`src/rtl/brf_pkg.sv`:
```
// shared types and constants of the banked register file
// item structs, opcode and condition codes, mode numbers; no dependencies
package brf_pkg;

   localparam int DATA_WIDTH  = 32;
   localparam int LIVE_DEPTH  = 16;
   localparam int HIGH_DEPTH  = 5;
   localparam int HIGH_BASE   = 8;
   localparam int SP_DEPTH    = 6;
   localparam int SPSR_DEPTH  = 5;

   localparam logic [3:0] SP_INDEX = 4'd13;
   localparam logic [3:0] LR_INDEX = 4'd14;

   localparam logic [2:0] MODE_USER    = 3'd0;
   localparam logic [2:0] MODE_FIQ     = 3'd1;
   localparam logic [2:0] MODE_UNDEF   = 3'd5;
   localparam logic [2:0] MODE_SYSTEM  = 3'd6;
   localparam logic [2:0] MODE_INVALID = 3'd7;

   typedef enum logic [2:0] {
      OP_READ_REG   = 3'd0,
      OP_WRITE_REG  = 3'd1,
      OP_SWITCH     = 3'd2,
      OP_READ_SPSR  = 3'd3,
      OP_WRITE_SPSR = 3'd4,
      OP_WRITE_FLAG = 3'd5,
      OP_TEST_COND  = 3'd6
   } brf_op_type;

   typedef enum logic [3:0] {
      COND_EQ = 4'd0,
      COND_NE = 4'd1,
      COND_CS = 4'd2,
      COND_CC = 4'd3,
      COND_MI = 4'd4,
      COND_PL = 4'd5,
      COND_VS = 4'd6,
      COND_VC = 4'd7,
      COND_HI = 4'd8,
      COND_LS = 4'd9,
      COND_GE = 4'd10,
      COND_LT = 4'd11,
      COND_GT = 4'd12,
      COND_LE = 4'd13,
      COND_AL = 4'd14,
      COND_NV = 4'd15
   } brf_cond_type;

   typedef struct packed {
      logic [2:0]            opcode;
      logic [3:0]            reg_index;
      logic [DATA_WIDTH-1:0] write_value;
      logic [2:0]            new_mode;
      logic [3:0]            cond_code;
      logic [3:0]            flag_bits;
   } brf_req_type;

   typedef struct packed {
      logic [DATA_WIDTH-1:0] read_value;
      logic                  cond_pass;
      logic [2:0]            current_mode;
   } brf_rsp_type;

endpackage

```
`src/rtl/banked_register_file_mode_switch.sv`:
```
// top level of the banked register file with mode switch and condition test
// input register, brf_core execute stage, result register; uses brf_pkg
//
// Takes one item in every clock cycle: busy stays low, and any cycle with
// start high accepts the item on req_item. The item is registered, executed
// against the register state in the following cycle, and its result is
// registered at the next clock edge. The result is then on rsp_item with rsp_strobe
// high for a single cycle. The rate is set by the single execute
// stage, which reads and updates all banks, flags and mode at once, so the
// next item sees the new state. Results cannot be held off by the receiver.
module banked_register_file_mode_switch
   import brf_pkg::*;
(
   input  logic        clock,
   input  logic        reset,
   input  logic        start,
   output logic        busy,
   input  brf_req_type req_item,
   output logic        rsp_strobe,
   output brf_rsp_type rsp_item
);

   logic        req_valid_ff;
   logic        req_valid_in;
   brf_req_type req_ff;
   brf_rsp_type exec_rsp;
   logic        rsp_valid_ff;
   brf_rsp_type rsp_ff;

   assign busy         = 1'b0;
   assign req_valid_in = start && !busy;

   always_ff @(posedge clock) begin
      if (reset) begin
         req_valid_ff <= 1'b0;
         rsp_valid_ff <= 1'b0;
      end else begin
         req_valid_ff <= req_valid_in;
         rsp_valid_ff <= req_valid_ff;
      end
   end

   always_ff @(posedge clock) begin
      if (req_valid_in) begin
         req_ff <= req_item;
      end
      if (req_valid_ff) begin
         rsp_ff <= exec_rsp;
      end
   end

   brf_core u_core (
      .clock      (clock),
      .reset      (reset),
      .exec_valid (req_valid_ff),
      .exec_req   (req_ff),
      .exec_rsp   (exec_rsp)
   );

   assign rsp_strobe = rsp_valid_ff;
   assign rsp_item   = rsp_ff;

endmodule

```
`src/rtl/brf_core.sv`:
```
// register storage, banking on mode switch and condition test
// executes one registered item per cycle; uses brf_pkg
module brf_core
   import brf_pkg::*;
(
   input  logic        clock,
   input  logic        reset,
   input  logic        exec_valid,
   input  brf_req_type exec_req,
   output brf_rsp_type exec_rsp
);

   logic [DATA_WIDTH-1:0] live_ff      [LIVE_DEPTH];
   logic [DATA_WIDTH-1:0] live_in      [LIVE_DEPTH];
   logic [DATA_WIDTH-1:0] user_ff      [HIGH_DEPTH];
   logic [DATA_WIDTH-1:0] user_in      [HIGH_DEPTH];
   logic [DATA_WIDTH-1:0] fiq_ff       [HIGH_DEPTH];
   logic [DATA_WIDTH-1:0] fiq_in       [HIGH_DEPTH];
   logic [DATA_WIDTH-1:0] sp_bank_ff   [SP_DEPTH];
   logic [DATA_WIDTH-1:0] sp_bank_in   [SP_DEPTH];
   logic [DATA_WIDTH-1:0] lr_bank_ff   [SP_DEPTH];
   logic [DATA_WIDTH-1:0] lr_bank_in   [SP_DEPTH];
   logic [DATA_WIDTH-1:0] spsr_bank_ff [SPSR_DEPTH];
   logic [DATA_WIDTH-1:0] spsr_bank_in [SPSR_DEPTH];
   logic [DATA_WIDTH-1:0] spsr_live_ff;
   logic [DATA_WIDTH-1:0] spsr_live_in;
   logic [2:0]            mode_ff;
   logic [2:0]            mode_in;
   logic [3:0]            flags_ff;
   logic [3:0]            flags_in;

   logic [2:0] target;
   logic [2:0] old_slot;
   logic [2:0] new_slot;

   function automatic logic [2:0] sp_slot(input logic [2:0] m);
      return (m == MODE_SYSTEM) ? MODE_USER : m;
   endfunction

   function automatic logic has_spsr(input logic [2:0] m);
      return (m >= MODE_FIQ) && (m <= MODE_UNDEF);
   endfunction

   function automatic logic cond_holds(input logic [3:0] c, input logic [3:0] f);
      logic n;
      logic z;
      logic cy;
      logic v;
      logic res;
      n  = f[3];
      z  = f[2];
      cy = f[1];
      v  = f[0];
      case (brf_cond_type'(c))
         COND_EQ: res = z;
         COND_NE: res = !z;
         COND_CS: res = cy;
         COND_CC: res = !cy;
         COND_MI: res = n;
         COND_PL: res = !n;
         COND_VS: res = v;
         COND_VC: res = !v;
         COND_HI: res = cy && !z;
         COND_LS: res = !cy || z;
         COND_GE: res = (n == v);
         COND_LT: res = (n != v);
         COND_GT: res = !z && (n == v);
         COND_LE: res = z || (n != v);
         COND_AL: res = 1'b1;
         default: res = 1'b0;
      endcase
      return res;
   endfunction

   assign target   = exec_req.new_mode;
   assign old_slot = sp_slot(mode_ff);
   assign new_slot = sp_slot(target);

   always_comb begin
      live_in      = live_ff;
      user_in      = user_ff;
      fiq_in       = fiq_ff;
      sp_bank_in   = sp_bank_ff;
      lr_bank_in   = lr_bank_ff;
      spsr_bank_in = spsr_bank_ff;
      spsr_live_in = spsr_live_ff;
      mode_in      = mode_ff;
      flags_in     = flags_ff;
      exec_rsp              = '0;
      exec_rsp.current_mode = mode_ff;
      if (exec_valid) begin
         case (brf_op_type'(exec_req.opcode))
            OP_READ_REG: begin
               exec_rsp.read_value = live_ff[exec_req.reg_index];
            end
            OP_WRITE_REG: begin
               live_in[exec_req.reg_index] = exec_req.write_value;
            end
            OP_SWITCH: begin
               if (target != MODE_INVALID) begin
                  // save outgoing bank
                  for (int i = 0; i < HIGH_DEPTH; i++) begin
                     if (mode_ff == MODE_FIQ) begin
                        fiq_in[i] = live_ff[HIGH_BASE + i];
                     end else begin
                        user_in[i] = live_ff[HIGH_BASE + i];
                     end
                  end
                  sp_bank_in[old_slot] = live_ff[SP_INDEX];
                  lr_bank_in[old_slot] = live_ff[LR_INDEX];
                  if (has_spsr(mode_ff)) begin
                     spsr_bank_in[mode_ff - 3'd1] = spsr_live_ff;
                  end
                  // load incoming bank, live value where both sides share a bank
                  for (int i = 0; i < HIGH_DEPTH; i++) begin
                     if (target == MODE_FIQ) begin
                        live_in[HIGH_BASE + i] =
                           (mode_ff == MODE_FIQ) ? live_ff[HIGH_BASE + i] : fiq_ff[i];
                     end else begin
                        live_in[HIGH_BASE + i] =
                           (mode_ff != MODE_FIQ) ? live_ff[HIGH_BASE + i] : user_ff[i];
                     end
                  end
                  if (old_slot != new_slot) begin
                     live_in[SP_INDEX] = sp_bank_ff[new_slot];
                     live_in[LR_INDEX] = lr_bank_ff[new_slot];
                  end
                  if (has_spsr(target) && (target != mode_ff)) begin
                     spsr_live_in = spsr_bank_ff[target - 3'd1];
                  end
                  mode_in               = target;
                  exec_rsp.current_mode = target;
               end
            end
            OP_READ_SPSR: begin
               exec_rsp.read_value = spsr_live_ff;
            end
            OP_WRITE_SPSR: begin
               spsr_live_in = exec_req.write_value;
            end
            OP_WRITE_FLAG: begin
               flags_in = exec_req.flag_bits;
            end
            OP_TEST_COND: begin
               exec_rsp.cond_pass = cond_holds(exec_req.cond_code, flags_ff);
            end
            default: begin
            end
         endcase
      end
   end

   always_ff @(posedge clock) begin
      if (reset) begin
         for (int i = 0; i < LIVE_DEPTH; i++) live_ff[i] <= '0;
         for (int i = 0; i < HIGH_DEPTH; i++) begin
            user_ff[i] <= '0;
            fiq_ff[i]  <= '0;
         end
         for (int i = 0; i < SP_DEPTH; i++) begin
            sp_bank_ff[i] <= '0;
            lr_bank_ff[i] <= '0;
         end
         for (int i = 0; i < SPSR_DEPTH; i++) spsr_bank_ff[i] <= '0;
         spsr_live_ff <= '0;
         mode_ff      <= MODE_SYSTEM;
         flags_ff     <= '0;
      end else begin
         live_ff      <= live_in;
         user_ff      <= user_in;
         fiq_ff       <= fiq_in;
         sp_bank_ff   <= sp_bank_in;
         lr_bank_ff   <= lr_bank_in;
         spsr_bank_ff <= spsr_bank_in;
         spsr_live_ff <= spsr_live_in;
         mode_ff      <= mode_in;
         flags_ff     <= flags_in;
      end
   end

`ifndef NO_ASSERTIONS
   a_switch_mode: assert property (@(posedge clock) disable iff (reset)
      exec_valid && (exec_req.opcode == OP_SWITCH) && (exec_req.new_mode != MODE_INVALID)
      |=> mode_ff == $past(exec_req.new_mode))
      else $error("mode not taken on switch");

   a_mode_hold: assert property (@(posedge clock) disable iff (reset)
      !(exec_valid && (exec_req.opcode == OP_SWITCH)) |=> $stable(mode_ff))
      else $error("mode changed without switch");

   a_reg_write: assert property (@(posedge clock) disable iff (reset)
      exec_valid && (exec_req.opcode == OP_WRITE_REG)
      |=> live_ff[$past(exec_req.reg_index)] == $past(exec_req.write_value))
      else $error("register write lost");

   a_flag_write: assert property (@(posedge clock) disable iff (reset)
      exec_valid && (exec_req.opcode == OP_WRITE_FLAG)
      |=> flags_ff == $past(exec_req.flag_bits))
      else $error("flag write lost");
`endif

endmodule
```
`config.mk`:
```
export PLATFORM = sky130hd
export DESIGN_NAME = banked_register_file_mode_switch
export DESIGN_NICKNAME = d
export VERILOG_FILES = /design/src/rtl/brf_pkg.sv /design/src/rtl/banked_register_file_mode_switch.sv /design/src/rtl/brf_core.sv
export SDC_FILE = /design/constraint.sdc
export NUM_CORES = 2
export LEC_CHECK = 0
export CORE_UTILIZATION = 40
export CTS_BUF_LIST = sky130_fd_sc_hd__clkbuf_16
export DETAILED_ROUTE_END_ITERATION = 16
export DONT_BUFFER_PORTS = 1
export PLACE_DENSITY = 0.65
export SETUP_SLACK_MARGIN = 0.05
export SLEW_MARGIN = 25
export SYNTH_ARGS = -nofsm -noshare
export SYNTH_HDL_FRONTEND = slang
export SYNTH_HIERARCHICAL = 1
export SYNTH_SLANG_ARGS = --single-unit
```
`constraint.sdc`:
```
create_clock -name clock -period 4.09 [get_ports clock]
set_input_delay 0.409 -clock clock [delete_from_list [all_inputs] [get_ports clock]]
set_output_delay 0.409 -clock clock [all_outputs]
set_load 0.02 [all_outputs]
```
# [Word-level counts from Yosys, hierarchy flattened]
# Cells that the tools add are included.
[totals] in_bits=53 register_bits=1503
[op_classes] reduce_logical=26 n_mux=49 n_bitwise=6 magnitude_cmp=12 add_sub_neg=2 n_eq_ne=34
[ops] cell="two-way mux 32 bit" n=28
[ops] cell="bitwise mux 512 bit" n=1
[ops] cell="case mux 224 bit (2 select lines)" n=1
[ops] cell="bitwise mux 192 bit" n=2
[ops] cell="binary-select mux 32 bit (select 3 bit)" n=3
[ops] cell="two-way mux 224 bit" n=1
[ops] cell="demux 32 bit (select 3 bit)" n=2
[ops] cell="bitwise mux 160 bit" n=1
[ops] cell="binary-select mux 32 bit (select 4 bit)" n=1
[ops] cell="demux 32 bit (select 4 bit)" n=1
[ops] cell="case mux 32 bit (2 select lines)" n=2
[ops] cell="two-way mux 64 bit" n=1
[ops] cell="equality test 4 bit (second input constant)" n=7
[ops] cell="AND reduction 4 bit" n=5
[ops] cell="equality test 4 x 3 -> 1 bit (second input constant)" n=4
[ops] cell=">= comparator 4 bit (second input constant)" n=4
[ops] cell="inverter 3 -> 4 bit" n=4
[ops] cell="equality test 3 bit (second input constant)" n=5
[ops] cell="case mux 1 bit (15 select lines)" n=1
[ops] cell="two-way mux 3 bit" n=4
[ops] cell="equality test 3 x 1 -> 1 bit (second input constant)" n=3
[ops] cell="equality test 4 x 2 -> 1 bit (second input constant)" n=2
[ops] cell="logical AND 1 bit" n=8
[ops] cell="less-than comparator 4 x 1 -> 1 bit (second input constant)" n=2
[ops] cell="23 further kinds" n=36

# [Longest topological paths before layout]
[logic_depth] depth_word=9 ltp_mapped=12

# [By module]
# The synthesis kept the hierarchy.
[modules_own_cells] module="brf_core" area_per_inst_um2=63055.5 seq_area_each_um2=28327.2 instances=1 cells_each=7350
[modules_own_cells] module="banked_register_file_mode_switch" area_per_inst_um2=2646.3 seq_area_each_um2=2622.5 instances=1 cells_each=92

# [Least setup slack after synthesis]
# OpenSTA, ideal clock, no wires.
[synth_path] path_kind="register -> register" from="register req_valid_ff" to="register u_core/live_ff[417] (netlist name)" setup_ns=0.128 setup_slack_ns=1.151 stages_incl_launch_ff=8 n_path_buf=2 arrival_time_ns=2.811 path_cell_list="dfxtp_1 -> clkbuf_1 -> nor4b_1 -> nor3b_1 -> nand2_1 -> buf_2 -> mux2i_1 -> nor2_1"
[synth_between] elab_chain_cells=1
[synth_lines] element="from (decl)" line_no="banked_register_file_mode_switch.sv:23" text="logic req_valid_ff;"
[synth_lines] element="from (signal assigned)" line_no="banked_register_file_mode_switch.sv:38" text="req_valid_ff <= req_valid_in;"
[synth_lines] element="AND reduction 2 bit (no source line)"
[synth_lines] element="to (signal assigned)" line_no="brf_core.sv:169" text="live_ff <= live_in;"
[synth_lines] element="to (decl)" line_no="brf_core.sv:13" text="logic [DATA_WIDTH-1:0] live_ff [LIVE_DEPTH];"
# Every way passes these cells.
# A chain may end at the register's enable or synchronous reset.

# [Worst setup path after layout]
[layout_path] from="register req_ff[8] (netlist name)" to="register u_core/live_ff[167] (netlist name)"
[layout_between] elab_chain_cells=4
[layout_lines] element="from (decl)" line_no="banked_register_file_mode_switch.sv:25" text="brf_req_type req_ff;"
[layout_lines] element="from (signal assigned)" line_no="banked_register_file_mode_switch.sv:45" text="req_ff <= req_item;"
[layout_lines] element="equality test 3 x 1 -> 1 bit" line_no="brf_core.sv:116" text="if (target == MODE_FIQ) begin"
[layout_lines] element="two-way mux 32 bit" line_no="brf_core.sv:116"
[layout_lines] element="two-way mux 224 bit" line_no="brf_core.sv:100" text="if (target != MODE_INVALID) begin"
[layout_lines] element="case mux 224 bit (2 select lines)" line_no="brf_core.sv:92" text="case (brf_op_type'(exec_req.opcode))"
# Parallel ways exist; a longest one is shown, timed or not. The select of a mux whose other input is x is not followed.

==> metrics <==
setup repair after global routing missed its margin=false; sum of net half-perimeters after detailed placement=125 mm; area of the die=166000 um2; maximum frequency from static timing analysis=255 MHz; Crit path depth=9; number of input and output port buffers inserted=0; worst reg2reg setup slack=0.17 ns; ratio of cells with drive above 1 in the final layout=8.54%; min cycle time layout=3.92 ns; maximum number of pins on one net before global-route repair=921; Commonest cells post-synth=1752 x nand2_1, 1417 x dfxtp_1, 1027 x a21oi_1; finished layout cell area=82300 um2; pre-CTS worst setup slack=0.758 ns; TritonCTS clock tree=done; Leak Pwr=31.1 nW; # clock sinks=1503; critical path start-end classification=flip-flop to flip-flop; # DRC=0; Max IR drop VDD=0.402 mV; post-route setup slack=0.172 ns; Pins Over Slew Limit=0; worst reg-to-reg path cell count=9; category of the worst setup path launch point=flip-flop; met2 track demand over resource in global routing=43.8%; routed length per instance=23.1 um; critical-path cell with the highest stage delay=dlygate4sd3_1; net count of the mapped netlist=7502; Std-Cell Rows=148; Post-Route WL=238 mm; number of synthesized register bits=1503; outcome=completed; routing usage on met1=34.2%; data arrival time at the worst-slack endpoint=4.66 ns; core region area=163000 um2; area share of the leading cell type in the synthesized netlist=43.2%; cell family with the largest share of critical-path delay=buffers and inverters; clock insertion delay at the later pin of the skew report=0.81 ns; Hold Vio Cnt, Final=0; Synth Instances=7442; Worst Setup End Kind=flip-flop; dpl cell area=67600 um2; cell area after technology mapping=65700 um2; most heavily used metal layer in global routing=met2; actual slew at the worst max-slew pin=1.36 ns; count of unique library cells instantiated by Yosys=69; largest stage delay on the critical path=0.59 ns; number of buffers inserted during clock tree synthesis=152; number of cells on the worst hold path=2; total global routing overflow=0; Max Root-Sink Buffers=3; mean post-synth cell area=8.83 um2; Final Net Count=8077; root buffer selected by CTS=clkbuf_16; cell type with the highest aggregate area in the netlist=dfxtp_1; accumulated negative setup slack=0 ns; width of the die=407 um; IO Count=91; maxcap violations=0; GRT Total Usage=27.7%; most frequently used cell type in the post-synthesis netlist=nand2_1; number of buffer and inverter instances along the worst setup path=3; share of flip-flops with an asynchronous set or reset=0%; Cell Pwr Density=373 nW/um2; DR vias=60200; met3 global-route usage=6.26%; number of iterations in the first detailed-routing pass=8; final worst-path cycle share=95.8%; final weighted congestion in routability-driven placement=0.880; critical path, cell by cell=buf_16 -> ha_1 -> nand2b_1 -> and3_1 -> a2111oi_4 -> buf_4 -> nor2_1 -> a211oi_1 -> dlygate4sd3_1; antenna violations before repair=14; main flop type after synthesis=dfxtp_1; number of enable flip-flop cells after synthesis=86; Worst Clk Skew=0.0309 ns; area growth from synthesis to layout=25.3%; ranking of synthesized cells by area=dfxtp_1 43%, nand2_1 10%, mux2i_1 9.3%; count of routing violations after the opening detailed-route iteration=6814; wire length of the first global-routing pass=359 mm; total number of H-tree levels=4; total setup violations reported at the end of the flow=0; via count of the first global-routing pass=58800; residual antenna-violating net count after detailed routing=0; overall die height=407 um; Vias per Instance=5.84; clock slew seen by the registers of the worst setup and hold paths=0.07 ns; required time reported for the critical path endpoint=4.83 ns; Hold WC Path Type=primary input to flip-flop; post-synthesis sequential area ratio=47.1%; worst slew slack as a fraction of its limit=9.00%; Synth warnings=6; initial core utilization=40.3%; crit path max fanout=85
## through the flow
stage | power [mW] | cells | hold WS [ns] | util, %
after floorplan | 16.4 | 7442 | 0.432 | -
after global placement | 17.0 | 9049 | 0.437 | 41.4
after detailed placement | 17.0 | 9052 | 0.443 | 41.5
after CTS | 30.5 | 10300 | 0.185 | 50.4
after global routing | 31.5 | 10300 | 0.197 | 50.5
final | 30.7 | 10300 | 0.216 | 50.5
## cell type report
class	count	area, um2
sequential	1503	31000
clock inverter	111	714
multi-input combinational	5146	31900
fill	14400	80600
tap	2175	2720
antenna	7	17.5
inverter	73	274
timing repair buffer	1141	11800
clock buffer	160	4000
## registers in the layout (all words and copies together) (netlist names), 32 cells and up
name	flops
u_core/spsr_bank_ff	160
u_core/fiq_ff	160
u_core/lr_bank_ff	192
u_core/user_ff	160
u_core/sp_bank_ff	192
u_core/spsr_live_ff	32
req_ff	50
rsp_item	36
u_core/live_ff	512
## worst paths after layout
| path | start | endpoint |
|---|---|---|
| setup reg to reg | req_ff[8]$_DFFE_PP_ | u_core/live_ff[167]$_SDFFE_PP0P_ |
| setup / recovery | req_ff[8]$_DFFE_PP_ | u_core/live_ff[167]$_SDFFE_PP0P_ |
| hold / removal | reset | u_core/lr_bank_ff[45]$_SDFFE_PP0P_ |
| hold reg to reg | u_core/fiq_ff[118]$_SDFFE_PP0P_ | u_core/fiq_ff[118]$_SDFFE_PP0P_ |
## power by group
part | internal, mW | switching [mW] | total, mW
registers | 14.9 | 0.261 | 15.1
logic | 0.582 | 1.42 | 2.00
clock network | 7.54 | 6.04 | 13.6
total | 23.0 | 7.71 | 30.7
## timing repair
action | CTS | global route
endpoints found under the setup margin | 0 | 33
hold buffers | 972 | 0
endpoints found under the hold margin | 960 | 0
resized for setup | 0 | 3
setup buffers | 0 | 7
## logic make-up (layout without fill, tap and decap cells)
group,after synthesis,in the layout,synth area share [%]
AO/OA/AOI/OAI,1739,1739,15.7
flip-flops,1503,1503,47.1
other,1,8,0.00571
adder cells (fa/ha/maj),7,7,0.133
XOR/XNOR,5,5,0.0666
multiplexers,869,869,17.0
buffers and inverters,793,1485,4.72
AND/OR/NAND/NOR,2525,2525,15.2
## metal layers
| metal | up-vias | part of all wire, % |
|---|---|---|
| met4 | 14 | 6.7 |
| met5 | - | 0.040 |
| met2 | 3123 | 45 |
| li1 | 27000 | - |
| met1 | 29400 | 39 |
| met3 | 726 | 9.9 |
## worst reg2reg max path, delay by kind of cell (launching register included)
family,cells,cell delay [ns]
AO/OA/AOI/OAI,2,0.78
buffers and inverters,3,1.50
adder cells (fa/ha/maj),1,0.45
AND/OR/NAND/NOR,3,0.61
flip-flops,1,0.53
## cell usage in the layout (no fill, tap or decap), types with 5 or more instances in the layout
master and count:
nand2_1 1741, dfxtp_1 1416, a21oi_1 1027, dlygate4sd3_1 968
mux2i_1 609, nor2_1 529, a211oi_1 286, o22ai_1 193
mux4_2 192, clkbuf_16 160, inv_1 120, buf_4 116
nand3_1 98, edfxtp_1 86, o21ai_0 68, mux2_2 68
buf_12 41, nand2b_1 38, o221ai_1 33, and2_1 32
a221oi_1 32, a311oi_1 32, o21bai_1 31, clkinv_1 30
clkinv_2 16, buf_16 11, nor2b_1 10, nand2_2 9
bufinv_16 8, diode_2 7, inv_6 7, ha_1 7
nand4_1 6, or2_2 5, a2111oi_4 5
No activity file was read; power rests on OpenSTA's default activity.
